<file path="config.mk">
export PLATFORM = sky130hd
export DESIGN_NAME = iso8583_message_parser_unit
export DESIGN_NICKNAME = d
export VERILOG_FILES = /design/src/design/iso8583_pkg.sv /design/src/design/iso8583_message_parser_unit.sv /design/src/design/iso8583_def_table.sv /design/src/design/iso8583_field_scan.sv /design/src/design/iso8583_parse_core.sv /design/src/design/iso8583_out_skid.sv
export SDC_FILE = /design/constraint.sdc
export NUM_CORES = 2
export LEC_CHECK = 0
export BUFFER_PORTS_ARGS = -buffer_cell sky130_fd_sc_hd__buf_2
export CORE_ASPECT_RATIO = 0.8
export CORE_MARGIN = 2
export CORE_UTILIZATION = 53
export CTS_CLUSTER_SIZE = 28
export DETAILED_ROUTE_END_ITERATION = 12
export PLACE_DENSITY = 0.74
export SLEW_MARGIN = 20
export SYNTH_ARGS = -nofsm -noshare
export SYNTH_HDL_FRONTEND = slang
export SYNTH_SLANG_ARGS = --single-unit
</file>
<file path="constraint.sdc">
create_clock -name clk -period 13.5 [get_ports clk]
set_clock_uncertainty 0.05 [all_clocks]
set_input_delay 0.675 -clock clk [delete_from_list [all_inputs] [get_ports clk]]
set_output_delay 0.675 -clock clk [all_outputs]
set_load 0.1 [all_outputs]
</file>
<file path="src/design/iso8583_pkg.sv">
`timescale 1ns / 1ps
// ----------------------------------------------------------------------------
// iso8583_pkg
// Shared constants, codes and types of the ISO 8583 message parser.
// ----------------------------------------------------------------------------
package iso8583_pkg;

  // Table and length sizing
  localparam int FIELD_COUNT = 129;
  localparam int FIELD_BITS  = $clog2(FIELD_COUNT);
  localparam int LENGTH_BITS = 10;
  localparam int ACC_BITS    = LENGTH_BITS + 4;
  localparam logic [LENGTH_BITS-1:0] LEN_MAX = {LENGTH_BITS{1'b1}};

  // Bitmap layout
  localparam int BITMAP_BYTES   = 16;
  localparam int BITMAP_IDX     = $clog2(BITMAP_BYTES);
  localparam int PRIMARY_LAST   = 64;
  localparam int SECONDARY_LAST = 128;
  localparam int PRIMARY_BYTES  = 8;
  localparam int BITMAP_FIELD   = 1;

  // ASCII digit bounds
  localparam logic [7:0] ASCII_ZERO = 8'h30;
  localparam logic [7:0] ASCII_NINE = 8'h39;

  // Parse phases
  localparam logic [2:0] PH_IDLE   = 3'd0;
  localparam logic [2:0] PH_TYPE   = 3'd1;
  localparam logic [2:0] PH_BITMAP = 3'd2;
  localparam logic [2:0] PH_PREFIX = 3'd3;
  localparam logic [2:0] PH_BODY   = 3'd4;
  localparam logic [2:0] PH_SETUP  = 3'd5;

  // Byte kinds
  localparam logic [1:0] KIND_TYPE   = 2'd0;
  localparam logic [1:0] KIND_BITMAP = 2'd1;
  localparam logic [1:0] KIND_DIGIT  = 2'd2;
  localparam logic [1:0] KIND_DATA   = 2'd3;

  // Field formats
  localparam logic [1:0] FMT_NUMERIC = 2'd0;
  localparam logic [1:0] FMT_ALPHA   = 2'd1;
  localparam logic [1:0] FMT_BINARY  = 2'd2;
  localparam logic [1:0] FMT_UNKNOWN = 2'd3;

  // Item actions
  localparam logic ACT_DEFINE = 1'b0;
  localparam logic ACT_BYTE   = 1'b1;

  typedef struct packed {
    logic [LENGTH_BITS-1:0] max_len;
    logic [1:0]             digits;
    logic [1:0]             format;
  } fdef_t;

  typedef struct packed {
    logic [7:0] field_number;
    logic [7:0] byte_value;
    logic [1:0] byte_kind;
    logic       field_end;
    logic       message_end;
    logic       length_over_max;
    logic       bad_length_digit;
    logic       bad_format;
  } result_t;

endpackage

</file>
<file path="src/design/iso8583_message_parser_unit.sv">
`timescale 1ns / 1ps
// A message byte's result is registered in the result register, or in the skid entry while the output stalls.
// Throughput: one item per cycle while the input is not stalled; each byte is one pass through the parse logic.
// Definition writes produce no result.
// Input stalls only when both the result register and the skid entry are full.
// Reset clears parse state, valid flags and non-empty flags; the definition memory is not cleared.
// ----------------------------------------------------------------------------
// iso8583_message_parser_unit
// ISO 8583 ASCII message unpacker: takes field definitions and message bytes,
// and tags each byte with its field, kind and error flags.
// ----------------------------------------------------------------------------
module iso8583_message_parser_unit
  import iso8583_pkg::*;
(
  input  logic                   clk,
  input  logic                   rst,
  input  logic                   item_valid,
  output logic                   item_ready,
  input  logic                   action,
  input  logic [7:0]             def_index,
  input  logic [LENGTH_BITS-1:0] def_max_len,
  input  logic [1:0]             def_len_digits,
  input  logic [1:0]             def_format,
  input  logic [7:0]             data_byte,
  output logic                   result_valid,
  input  logic                   result_ready,
  output logic [7:0]             field_number,
  output logic [7:0]             byte_value,
  output logic [1:0]             byte_kind,
  output logic                   field_end,
  output logic                   message_end,
  output logic                   length_over_max,
  output logic                   bad_length_digit,
  output logic                   bad_format
);

  logic                   take;
  logic                   def_we;
  logic                   byte_fire;
  fdef_t                  wr_def;
  fdef_t                  cur_def;
  logic [FIELD_BITS-1:0]  def_addr;
  logic [FIELD_COUNT-1:0] nonempty;
  result_t                res;
  result_t                out_res;

  // Split transfers into definition writes and message bytes
  assign take      = item_valid && item_ready;
  assign def_we    = take && (action == ACT_DEFINE);
  assign byte_fire = take && (action == ACT_BYTE);

  always_comb begin
    wr_def.max_len = (def_max_len > LEN_MAX) ? LEN_MAX : def_max_len;
    wr_def.digits  = def_len_digits;
    wr_def.format  = def_format;
  end

  iso8583_def_table u_table (
    .clk      (clk),
    .rst      (rst),
    .we       (def_we),
    .wr_index (def_index),
    .wr_def   (wr_def),
    .rd_addr  (def_addr),
    .rd_def   (cur_def),
    .nonempty (nonempty)
  );

  iso8583_parse_core u_core (
    .clk       (clk),
    .rst       (rst),
    .byte_fire (byte_fire),
    .data_byte (data_byte),
    .cur_def   (cur_def),
    .nonempty  (nonempty),
    .def_addr  (def_addr),
    .res       (res)
  );

  iso8583_out_skid u_out (
    .clk       (clk),
    .rst       (rst),
    .push      (byte_fire),
    .push_res  (res),
    .can_take  (item_ready),
    .out_valid (result_valid),
    .out_ready (result_ready),
    .out_res   (out_res)
  );

  // Unpack the result
  assign field_number     = out_res.field_number;
  assign byte_value       = out_res.byte_value;
  assign byte_kind        = out_res.byte_kind;
  assign field_end        = out_res.field_end;
  assign message_end      = out_res.message_end;
  assign length_over_max  = out_res.length_over_max;
  assign bad_length_digit = out_res.bad_length_digit;
  assign bad_format       = out_res.bad_format;

endmodule

</file>
<file path="src/design/iso8583_def_table.sv">
`timescale 1ns / 1ps
// ----------------------------------------------------------------------------
// iso8583_def_table
// Field definition memory with a registered, write-through read port and a
// per-field "non-empty" flag vector used by the presence scan.
// ----------------------------------------------------------------------------
module iso8583_def_table
  import iso8583_pkg::*;
(
  input  logic                   clk,
  input  logic                   rst,
  input  logic                   we,
  input  logic [7:0]             wr_index,
  input  fdef_t                  wr_def,
  input  logic [FIELD_BITS-1:0]  rd_addr,
  output fdef_t                  rd_def,
  output logic [FIELD_COUNT-1:0] nonempty
);

  fdef_t mem [0:FIELD_COUNT-1];
  logic  wr_ok;

  assign wr_ok = we && (wr_index < 8'(FIELD_COUNT));

  // Write the entry; read returns the new value on an address match
  always_ff @(posedge clk) begin
    if (wr_ok) begin
      mem[wr_index[FIELD_BITS-1:0]] <= wr_def;
    end
    if (wr_ok && (wr_index[FIELD_BITS-1:0] == rd_addr)) begin
      rd_def <= wr_def;
    end else begin
      rd_def <= mem[rd_addr];
    end
  end

  // Track which fields carry any bytes at all
  always_ff @(posedge clk) begin
    if (rst) begin
      nonempty <= '0;
    end else if (wr_ok) begin
      nonempty[wr_index[FIELD_BITS-1:0]] <= (wr_def.digits != 2'd0) ||
                                            (wr_def.max_len != '0);
    end
  end

endmodule

</file>
<file path="src/design/iso8583_field_scan.sv">
`timescale 1ns / 1ps
// ----------------------------------------------------------------------------
// iso8583_field_scan
// Priority encoder that finds the next present, non-empty field above a
// starting field number, within the primary or extended bitmap range.
// ----------------------------------------------------------------------------
module iso8583_field_scan
  import iso8583_pkg::*;
(
  input  logic [SECONDARY_LAST-1:0] present,
  input  logic [FIELD_COUNT-1:0]    nonempty,
  input  logic [7:0]                after_field,
  input  logic                      extended,
  output logic                      found,
  output logic [7:0]                next_field
);

  logic [8:0] last_field;

  assign last_field = extended ? 9'(SECONDARY_LAST) : 9'(PRIMARY_LAST);

  // Walk down so the lowest candidate wins
  always_comb begin
    found      = 1'b0;
    next_field = '0;
    for (int f = SECONDARY_LAST; f >= 2; f--) begin
      if ((f < FIELD_COUNT) && present[f-1] && nonempty[f] &&
          (9'(f) > {1'b0, after_field}) && (9'(f) <= last_field)) begin
        found      = 1'b1;
        next_field = 8'(f);
      end
    end
  end

endmodule

</file>
<file path="src/design/iso8583_parse_core.sv">
`timescale 1ns / 1ps
// ----------------------------------------------------------------------------
// iso8583_parse_core
// Message byte tagger: type code, bitmap, length prefix and field body
// phases, with the decimal length accumulate and the next-field step.
// ----------------------------------------------------------------------------
module iso8583_parse_core
  import iso8583_pkg::*;
(
  input  logic                   clk,
  input  logic                   rst,
  input  logic                   byte_fire,
  input  logic [7:0]             data_byte,
  input  fdef_t                  cur_def,
  input  logic [FIELD_COUNT-1:0] nonempty,
  output logic [FIELD_BITS-1:0]  def_addr,
  output result_t                res
);

  logic [2:0]             phase, phase_next, ph_e;
  logic [7:0]             cur, cur_next, cur_e;
  logic [LENGTH_BITS-1:0] bytes_left, bytes_left_next, bleft_e;
  logic [LENGTH_BITS-1:0] acc, acc_next, acc_e;
  logic [1:0]             digits_left, digits_left_next, pleft_e;
  logic                   ext, ext_next, ext_e;
  logic                   sat, sat_next;
  logic                   fover, fover_next;

  logic [7:0]                bitmap [0:BITMAP_BYTES-1];
  logic [7:0]                bitmap_e [0:BITMAP_BYTES-1];
  logic                      bm_we;
  logic [BITMAP_IDX-1:0]     bm_k;
  logic [SECONDARY_LAST-1:0] present;
  logic [7:0]                scan_from;
  logic                      scan_found;
  logic [7:0]                scan_next;

  // Resolve the effective phase: finish field setup, open a new message
  always_comb begin
    ph_e    = phase;
    cur_e   = cur;
    bleft_e = bytes_left;
    pleft_e = digits_left;
    acc_e   = acc;
    if (phase == PH_SETUP) begin
      if (cur_def.digits != 2'd0) begin
        ph_e    = PH_PREFIX;
        pleft_e = cur_def.digits;
      end else begin
        ph_e    = PH_BODY;
        bleft_e = cur_def.max_len;
      end
    end
    if (byte_fire && (phase == PH_IDLE)) begin
      cur_e = '0;
      if (cur_def.max_len != '0) begin
        ph_e    = PH_TYPE;
        bleft_e = cur_def.max_len;
      end else begin
        ph_e  = PH_BITMAP;
        acc_e = '0;
      end
    end
  end

  // Merge the incoming bitmap byte for the scan
  assign bm_we     = byte_fire && (ph_e == PH_BITMAP);
  assign bm_k      = acc_e[BITMAP_IDX-1:0];
  assign ext_e     = (bm_we && (bm_k == '0)) ? data_byte[7] : ext;
  assign scan_from = (ph_e == PH_BITMAP) ? 8'(BITMAP_FIELD) : cur_e;

  for (genvar k = 0; k < BITMAP_BYTES; k++) begin : g_bm
    assign bitmap_e[k] = (bm_we && (bm_k == BITMAP_IDX'(k))) ? data_byte : bitmap[k];
    for (genvar j = 0; j < 8; j++) begin : g_bit
      assign present[k*8 + 7 - j] = bitmap_e[k][j];
    end
  end

  iso8583_field_scan u_scan (
    .present     (present),
    .nonempty    (nonempty),
    .after_field (scan_from),
    .extended    (ext_e),
    .found       (scan_found),
    .next_field  (scan_next)
  );

  // Tag the byte and step the parse state
  always_comb begin
    logic                   adv;
    logic [4:0]             k1;
    logic [4:0]             total;
    logic [3:0]             dv;
    logic [ACC_BITS-1:0]    acc_w;
    logic [LENGTH_BITS-1:0] acc_n;
    logic [LENGTH_BITS-1:0] body;
    logic                   sat_n;

    adv   = 1'b0;
    k1    = {1'b0, bm_k} + 5'd1;
    total = ext_e ? 5'(BITMAP_BYTES) : 5'(PRIMARY_BYTES);
    dv    = '0;
    acc_w = '0;
    acc_n = '0;
    body  = '0;
    sat_n = sat;

    phase_next       = ph_e;
    cur_next         = cur_e;
    bytes_left_next  = bleft_e;
    digits_left_next = pleft_e;
    acc_next         = acc_e;
    ext_next         = ext_e;
    sat_next         = sat;
    fover_next       = fover;

    res            = '0;
    res.byte_value = data_byte;

    if (byte_fire) begin
      case (ph_e)
        PH_TYPE: begin
          res.field_number = '0;
          res.byte_kind    = KIND_TYPE;
          if (bleft_e != '0) begin
            bytes_left_next = bleft_e - 1'b1;
          end
          if (bytes_left_next == '0) begin
            res.field_end = 1'b1;
            phase_next    = PH_BITMAP;
            acc_next      = '0;
          end
        end
        PH_BITMAP: begin
          res.field_number = 8'(BITMAP_FIELD);
          res.byte_kind    = KIND_BITMAP;
          acc_next         = LENGTH_BITS'(k1);
          if (k1 >= total) begin
            res.field_end = 1'b1;
            acc_next      = '0;
            adv           = 1'b1;
          end
        end
        PH_PREFIX: begin
          res.field_number = cur_e;
          res.bad_format   = (cur_def.format == FMT_UNKNOWN);
          res.byte_kind    = ((cur_def.format == FMT_NUMERIC) ||
                              (cur_def.format == FMT_ALPHA)) ? KIND_DIGIT : KIND_DATA;
          if ((data_byte >= ASCII_ZERO) && (data_byte <= ASCII_NINE)) begin
            dv = 4'(data_byte - ASCII_ZERO);
          end else begin
            res.bad_length_digit = 1'b1;
          end
          acc_w = ACC_BITS'(acc_e) * ACC_BITS'(10) + ACC_BITS'(dv);
          if (acc_w > ACC_BITS'(LEN_MAX)) begin
            acc_n = LEN_MAX;
            sat_n = 1'b1;
          end else begin
            acc_n = acc_w[LENGTH_BITS-1:0];
          end
          acc_next = acc_n;
          sat_next = sat_n;
          if (pleft_e != 2'd0) begin
            digits_left_next = pleft_e - 2'd1;
          end
          if (digits_left_next == 2'd0) begin
            fover_next          = sat_n || (acc_n > cur_def.max_len);
            res.length_over_max = fover_next;
            body                = acc_n;
            if (cur_def.format == FMT_UNKNOWN) begin
              body = (acc_n > LENGTH_BITS'(cur_def.digits)) ?
                     acc_n - LENGTH_BITS'(cur_def.digits) : '0;
            end
            if (body == '0) begin
              res.field_end = 1'b1;
              adv           = 1'b1;
            end else begin
              phase_next      = PH_BODY;
              bytes_left_next = body;
            end
          end
        end
        PH_BODY: begin
          res.field_number    = cur_e;
          res.byte_kind       = KIND_DATA;
          res.bad_format      = (cur_def.format == FMT_UNKNOWN);
          res.length_over_max = fover;
          if (bleft_e != '0) begin
            bytes_left_next = bleft_e - 1'b1;
          end
          if (bytes_left_next == '0) begin
            res.field_end = 1'b1;
            adv           = 1'b1;
          end
        end
        default: begin
        end
      endcase
    end

    // Advance to the next present field, or close the message
    if (adv) begin
      if (scan_found) begin
        cur_next   = scan_next;
        phase_next = PH_SETUP;
        acc_next   = '0;
        sat_next   = 1'b0;
        fover_next = 1'b0;
      end else begin
        res.message_end  = 1'b1;
        phase_next       = PH_IDLE;
        cur_next         = '0;
        bytes_left_next  = '0;
        acc_next         = '0;
        digits_left_next = '0;
        ext_next         = 1'b0;
        sat_next         = 1'b0;
        fover_next       = 1'b0;
      end
    end
  end

  // Read the definition of the field that is current after this edge
  assign def_addr = cur_next[FIELD_BITS-1:0];

  // Hold parse state
  always_ff @(posedge clk) begin
    if (rst) begin
      phase       <= PH_IDLE;
      cur         <= '0;
      bytes_left  <= '0;
      acc         <= '0;
      digits_left <= '0;
      ext         <= 1'b0;
      sat         <= 1'b0;
      fover       <= 1'b0;
    end else begin
      phase       <= phase_next;
      cur         <= cur_next;
      bytes_left  <= bytes_left_next;
      acc         <= acc_next;
      digits_left <= digits_left_next;
      ext         <= ext_next;
      sat         <= sat_next;
      fover       <= fover_next;
    end
  end

  // Store bitmap bytes
  always_ff @(posedge clk) begin
    if (bm_we) begin
      bitmap[bm_k] <= data_byte;
    end
  end

endmodule

</file>
<file path="src/design/iso8583_out_skid.sv">
`timescale 1ns / 1ps
// ----------------------------------------------------------------------------
// iso8583_out_skid
// Result register plus one skid entry, so a new item can be taken while a
// finished result is still waiting downstream.
// ----------------------------------------------------------------------------
module iso8583_out_skid
  import iso8583_pkg::*;
(
  input  logic    clk,
  input  logic    rst,
  input  logic    push,
  input  result_t push_res,
  output logic    can_take,
  output logic    out_valid,
  input  logic    out_ready,
  output result_t out_res
);

  logic    main_valid, skid_valid;
  result_t main_res, skid_res;
  logic    pop;

  assign pop       = main_valid && out_ready;
  assign can_take  = !skid_valid;
  assign out_valid = main_valid;
  assign out_res   = main_res;

  // Hold valid flags
  always_ff @(posedge clk) begin
    if (rst) begin
      main_valid <= 1'b0;
      skid_valid <= 1'b0;
    end else begin
      if (push) begin
        if (main_valid && !out_ready) begin
          skid_valid <= 1'b1;
        end else begin
          main_valid <= 1'b1;
        end
      end else if (pop) begin
        if (skid_valid) begin
          skid_valid <= 1'b0;
        end else begin
          main_valid <= 1'b0;
        end
      end
    end
  end

  // Move payloads
  always_ff @(posedge clk) begin
    if (push) begin
      if (main_valid && !out_ready) begin
        skid_res <= push_res;
      end else begin
        main_res <= push_res;
      end
    end else if (pop && skid_valid) begin
      main_res <= skid_res;
    end
  end

endmodule

</file>
# ---- Word-level counts from Yosys, hierarchy flattened
# Memories as Yosys holds them, arrays and structs flattened. A register that Yosys moved wholly into a read port is not among the register bits.
# Cells that the tools add are included.
dict set report op_classes {
  add_sub_neg 6
  multipliers 1
  n_lt_le_gt_ge 264
  eq_ne 25
  mux 369
  bitwise_logic 1
  reduce_logical 436
}
# operator n
set ops {}
lappend ops {{2-to-1 mux 8 bit} 147}
lappend ops {{less-or-equal comparator 7 x 9 -> 1 bit, first input constant} 64}
lappend ops {{> comparator 7 x 8 -> 1 bit, first input constant} 64}
lappend ops {{logical AND 1 bit} 408}
lappend ops {{less-or-equal comparator 6 x 9 -> 1 bit, first input constant} 32}
lappend ops {{2-to-1 mux 10 bit} 27}
lappend ops {{> comparator 6 x 8 -> 1 bit, first input constant} 32}
lappend ops {{2-to-1 mux 1 bit} 158}
lappend ops {{less-or-equal comparator 5 x 9 -> 1 bit, first input constant} 16}
lappend ops {{bitwise mux 129 bit} 1}
lappend ops {{> comparator 5 x 8 -> 1 bit, first input constant} 16}
lappend ops {{less-or-equal comparator 4 x 9 -> 1 bit, first input constant} 8}
lappend ops {{2-to-1 mux 23 bit} 3}
lappend ops {{> comparator 4 x 8 -> 1 bit, first input constant} 8}
lappend ops {{one-hot mux 10 bit (3 select lines)} 2}
lappend ops {{less-or-equal comparator 3 x 9 -> 1 bit, first input constant} 4}
lappend ops {{== test 4 bit, second input constant} 8}
lappend ops {{> comparator 3 x 8 -> 1 bit, first input constant} 4}
lappend ops {{zero test 10 bit} 3}
lappend ops {{nonzero test 10 bit} 3}
lappend ops {{2-to-1 mux 3 bit} 9}
lappend ops {{2-to-1 mux 2 bit} 10}
lappend ops {{less-or-equal comparator 2 x 9 -> 1 bit, first input constant} 2}
lappend ops {{== test 4 x 3 -> 1 bit, second input constant} 4}
lappend ops {{other kinds (48)} 69}
dict set report word_totals {
  reg_bits 213
  ram_bits 1934
  word_cells 1131
  n_memories 2
}
# name depth width read_ports rd_ports_with_merged_regs wr line
set memory_table {}
lappend memory_table {u_table.mem 129 14 1 1 1 iso8583_def_table.sv:20} ;# fdef_t mem [0:FIELD_COUNT-1];
lappend memory_table {u_core.bitmap 16 8 16 0 1 iso8583_parse_core.sv:29} ;# logic [7:0] bitmap [0:BITMAP_BYTES-1];

# ---- Depth between registers and ports, before layout
dict set report logic_depth {
  word_depth 143
  mapped_depth 47
}

# ---- Hierarchy
# A second synthesis with hierarchy kept.
dict set report hier_totals {
  cells_unflattened 5579
  hier_area_um2 91642.9
}
# mod n_inst cells_per_inst area_each_um2 seq_area_each_um2
set modules_own_cells {}
lappend modules_own_cells {iso8583_def_table 1 3773 74783.0 56974.6}
lappend modules_own_cells {iso8583_parse_core 1 965 10219.8 4564.4}
lappend modules_own_cells {iso8583_field_scan 1 743 4742.0 0.0}
lappend modules_own_cells {iso8583_out_skid 1 86 1844.3 1421.4}
lappend modules_own_cells {iso8583_message_parser_unit 1 12 53.8 0.0}

# ---- Worst setup path before layout
# Ideal clock, no wire load.
dict set report synth_timing {
  path_kind {reg-to-reg}
  from {register (tool-made name)}
  to {register u_out.main_res (netlist bit u_out.out_res[3]), data pin}
  t_arrival_ps 9086
  required_ps 13196
  slack_ps 4111
  stages_incl_launch_ff 44
  n_path_buf 9
  synth_period_minus_slack_ps 9389
  path_cell_list {dfxtp_1 > buf_6 > buf_8 > buf_6 > buf_6 > buf_4 > mux4_2 > a22oi_1 > a21oi_1 > nor4_2 > nand3_1 > nor2_1 > o32a_2 > buf_6 > nand3_1 > clkbuf_1 > nand2_1 > inv_1 > (+8 left out) > a2111o_1 > nor2_1 > inv_1 > nor2_1 > inv_1 > ha_1 > a211oi_1 > or4bb_1 > xnor2_1 > nor2b_1 > a41o_1 > a22o_1 > and2_1 > or2_1 > buf_6 > and2_1 > buf_2 > a21o_1}
}
# element line
set synth_rtl {}
lappend synth_rtl {{end signal: assignment} iso8583_out_skid.sv:57} ;# main_res <= push_res;
lappend synth_rtl {{end signal: assignment} iso8583_out_skid.sv:60} ;# main_res <= skid_res;
lappend synth_rtl {{end: declaration} iso8583_out_skid.sv:21} ;# result_t main_res, skid_res;

==> reports/qor.yml <==
global_routing:
  grt_util_met2_pct: 49.92
  met3_usage_pct: 14.50
  met1_usage_pct: 52.27
  grt_pass1_wl_um: 447200
  grt_start_max_net_pins: 118
  grt_pass1_vias: 55877
  track_usage_pct: 36.51
  overflow: 0
  antenna_found_initial: 29
  gr-max-usage-layer: "met1"
final_layout:
  nFillCells: 12502
  layout_commonest_cell: "edfxtp_1"
  drive_above_1_share_pct: 20.48
  multi_input_area_um2: 27500
  layout_common_cells: "edfxtp_1 (1979), nor2_1 (390), mux4_2 (371), nand2_1 (338), mux2i_1 (287)"
  layout-area-overhead-vs-synth_pct: 11.67
  seq_area_um2: 62910
  nNetsFinal: 6055
die:
  std_cell_rows: 136
  start_util_pct: 53.39
  dieArea_um2: 176700
  die_y_um: 376.4
  boundaryPins: 60
  die_width_um: 469.4
  core_area_um2: 172000
setup_path:
  critical-path-max-stage-delay_ns: 0.97
  critPathRequiredTime_ns: 14.19
  slowest_stage: "dfxtp_4"
  cpLargestDelayFamily: "simple AND/OR/NAND/NOR gates"
  cp-start-kind: "flop"
  crit_top_cell: "inv_1"
  crit_arrival_ns: 12.91
  critPathMaxFanout: 46
  criticalPathCategory: "flop to flop"
  worstSetupEndpointType: "flop"
  critical_path_buf_inv_count: 5
cts:
  cts_tree: "yes"
  cts_root_buf: "clkbuf_16"
  cts_buffers: 198
  cts.sinks: 2152
  clockBufferDepth: 3
  cts_hold_buf: 1
  clkLatencyLatePin_ns: 0.90
  cts-resized-gates: 0
  path_clk_slew_ns: 0.07
  postCtsSetupBuffers: 0
  htree_levels: 4
timing:
  tns_ns: 0
  grt_setup_unrepaired: "false"
  final_max_slew_viol_count: 0
  fin_crit_sh_pct: 90.46
  worstMarginPinSlew_ns: 1.262
  slew_headroom_pct: 15.14
  whs_ns: 0.1577
  setup_violations: 0
  hold_violations: 0
  fmax_mhz: 81.89
  fin_crit_ns: 12.21
status:
  status: "finished, final reports clean"
logic_synthesis:
  netlist_area_um2: 91850
  synth.avg_cell_area_um2: 15.86
  synthFlopType: "edfxtp_1"
  synth_edf_count: 1979
  synth_seq_area_share_pct: 68.47
  synth_cells: 5790
  ys_ff_latch: 2152
  ys_types: 114
  syn-num-nets: 5866
  async_flop_share_pct: 0
  ys.warnings.count: 0
routing:
  drc: 0
  vias: 59987
  drt-pass1-iter-count: 8
  drt_iter0_drc: 11587
  avgViaCountPerCell: 7.109
  wire_per_inst_um: 38.62
  detail-route-antenna-nets: 0
  wl_um: 325900
run:
  drv_cap: 0
power_and_ir_drop:
  p_sw_mw: 2.930
  power_frac_clock_pct: 42.5
  peakVddDrop_mv: 0.1325
  power_frac_seq_pct: 54.5
  p_leak_nw: 32.27
  p_int_mw: 10.44
  powerDensity_nw_per_um2: 130.3
  netSwitchingFraction_pct: 21.92
  p_comb_share_pct: 3.0
placed_design:
  io_buffers: 59
  gp_congestion: 1.059
  hpwlAfterDp_um: 215500
hold_path:
  min_path_type: "primary input to flop"
## per-stage QoR
step / utilization, % / power (mW) / setup slack [ns] / cells / area [um2]
floorplan: - / 7.638 / 4.111 / 5790 / 91850
detailed placement: 55.75 / 7.808 / 1.706 / 8055 / 95920
global placement: 55.73 / 7.800 / 1.754 / 8054 / 95880
finish: 59.62 / 13.37 / 1.288 / 8438 / 102600
global route: 59.62 / 13.63 / 0.6681 / 8434 / 102600
CTS: 59.59 / 13.36 / 1.636 / 8425 / 102500
## flip-flops by register name (all words and copies together) (netlist names), named ones only
signal and count:
u_table.mem 1806, u_core.bitmap 127, u_table.nonempty 127, u_out.out_res 23, u_out.skid_res 23, u_core.acc 10, u_core.bytes_left 10, u_core.cur 8
u_core.phase 3, u_core.digits_left 2, u_core.ext 1, u_core.fover 1, u_core.sat 1, u_out.out_valid 1, u_out.skid_valid 1
## cells in the mapped netlist, drive strengths merged, types with 13 or more instances
master | number | area (um2)
edfxtp | 1979 | 59430
nor2 | 492 | 1847
mux4 | 372 | 8382
nand2 | 340 | 1279
mux2i | 288 | 2883
dfxtp | 173 | 3463
a211oi | 170 | 1276
clkbuf | 169 | 634.4
a21oi | 152 | 772.0
buf | 150 | 1141
o21ai | 145 | 725.7
a22oi | 127 | 953.4
nand3 | 124 | 620.6
inv | 92 | 345.3
nor3 | 80 | 445.4
mux2 | 73 | 822.0
nor2b | 56 | 350.3
and2 | 54 | 341.6
nand4 | 48 | 306.5
a31oi | 46 | 309.0
and3 | 39 | 244.0
ha | 38 | 475.5
nor4 | 38 | 259.0
o22ai | 36 | 231.5
nand2b | 32 | 200.2
o211ai | 30 | 239.0
or2 | 23 | 143.9
a21o | 22 | 165.2
or3 | 22 | 137.6
o31ai | 21 | 157.7
o221ai | 19 | 166.4
o2111ai | 17 | 166.4
xnor2 | 17 | 148.9
a221oi | 16 | 146.4
a22o | 15 | 131.4
nand3b | 15 | 112.6
nor3b | 14 | 110.1
a2111oi | 13 | 151.4
o21a | 13 | 97.59
## final cells by class
| cell class | count | share of cell area (%) |
|---|---|---|
| sequential | 2152 | 61.33 |
| multi-input combinational | 3226 | 26.81 |
| clock buffer | 259 | 5.293 |
| tap | 2277 | 2.777 |
| timing repair buffer | 308 | 2.285 |
| clock inverter | 110 | 1.131 |
| inverter | 93 | 0.3403 |
| antenna | 13 | 0.03171 |
## cells by family (layout without fill, tap and decap cells)
kind of cell / Yosys count / count (layout) / synth area share, %
xor gates and xnor gates: 26 / 26 / 0.2479
and+or+nand+nor: 1437 / 1437 / 7.579
adders and majority gates: 41 / 41 / 0.5830
buffers and inverters: 412 / 770 / 2.313
AOI/OAI and AO/OA: 989 / 989 / 7.651
muxes: 733 / 733 / 13.16
DFF: 2152 / 2152 / 68.47
other: 0 / 13 / 0
## final timing paths
path / slack (ns) / to / cells after the start / from
worst min register to register: 0.45 / u_table.nonempty[50] / 2 / u_table.nonempty[50]
worst max register to register: 1.29 / flop / 35 / flop
worst min-delay path: 0.16 / u_table.mem[73][10] / 1 / def_max_len[6]
worst max-delay path: 1.29 / flop / 35 / flop
## power by group through the flow
stage	logic, mW	clock network, mW	registers (mW)
after floorplan	0.177	0	7.46
after global placement	0.369	0	7.43
after detailed placement	0.376	0	7.43
after CTS	0.377	5.69	7.29
after global routing	0.409	5.94	7.29
final	0.395	5.68	7.29
## routing by layer
layer	part of all wire [%]	wire length [um]
met4	4.5	14730
met2	41	133800
met1	38	123600
met5	0.042	138
met3	16	53660
(Power assumes the default switching activity.)
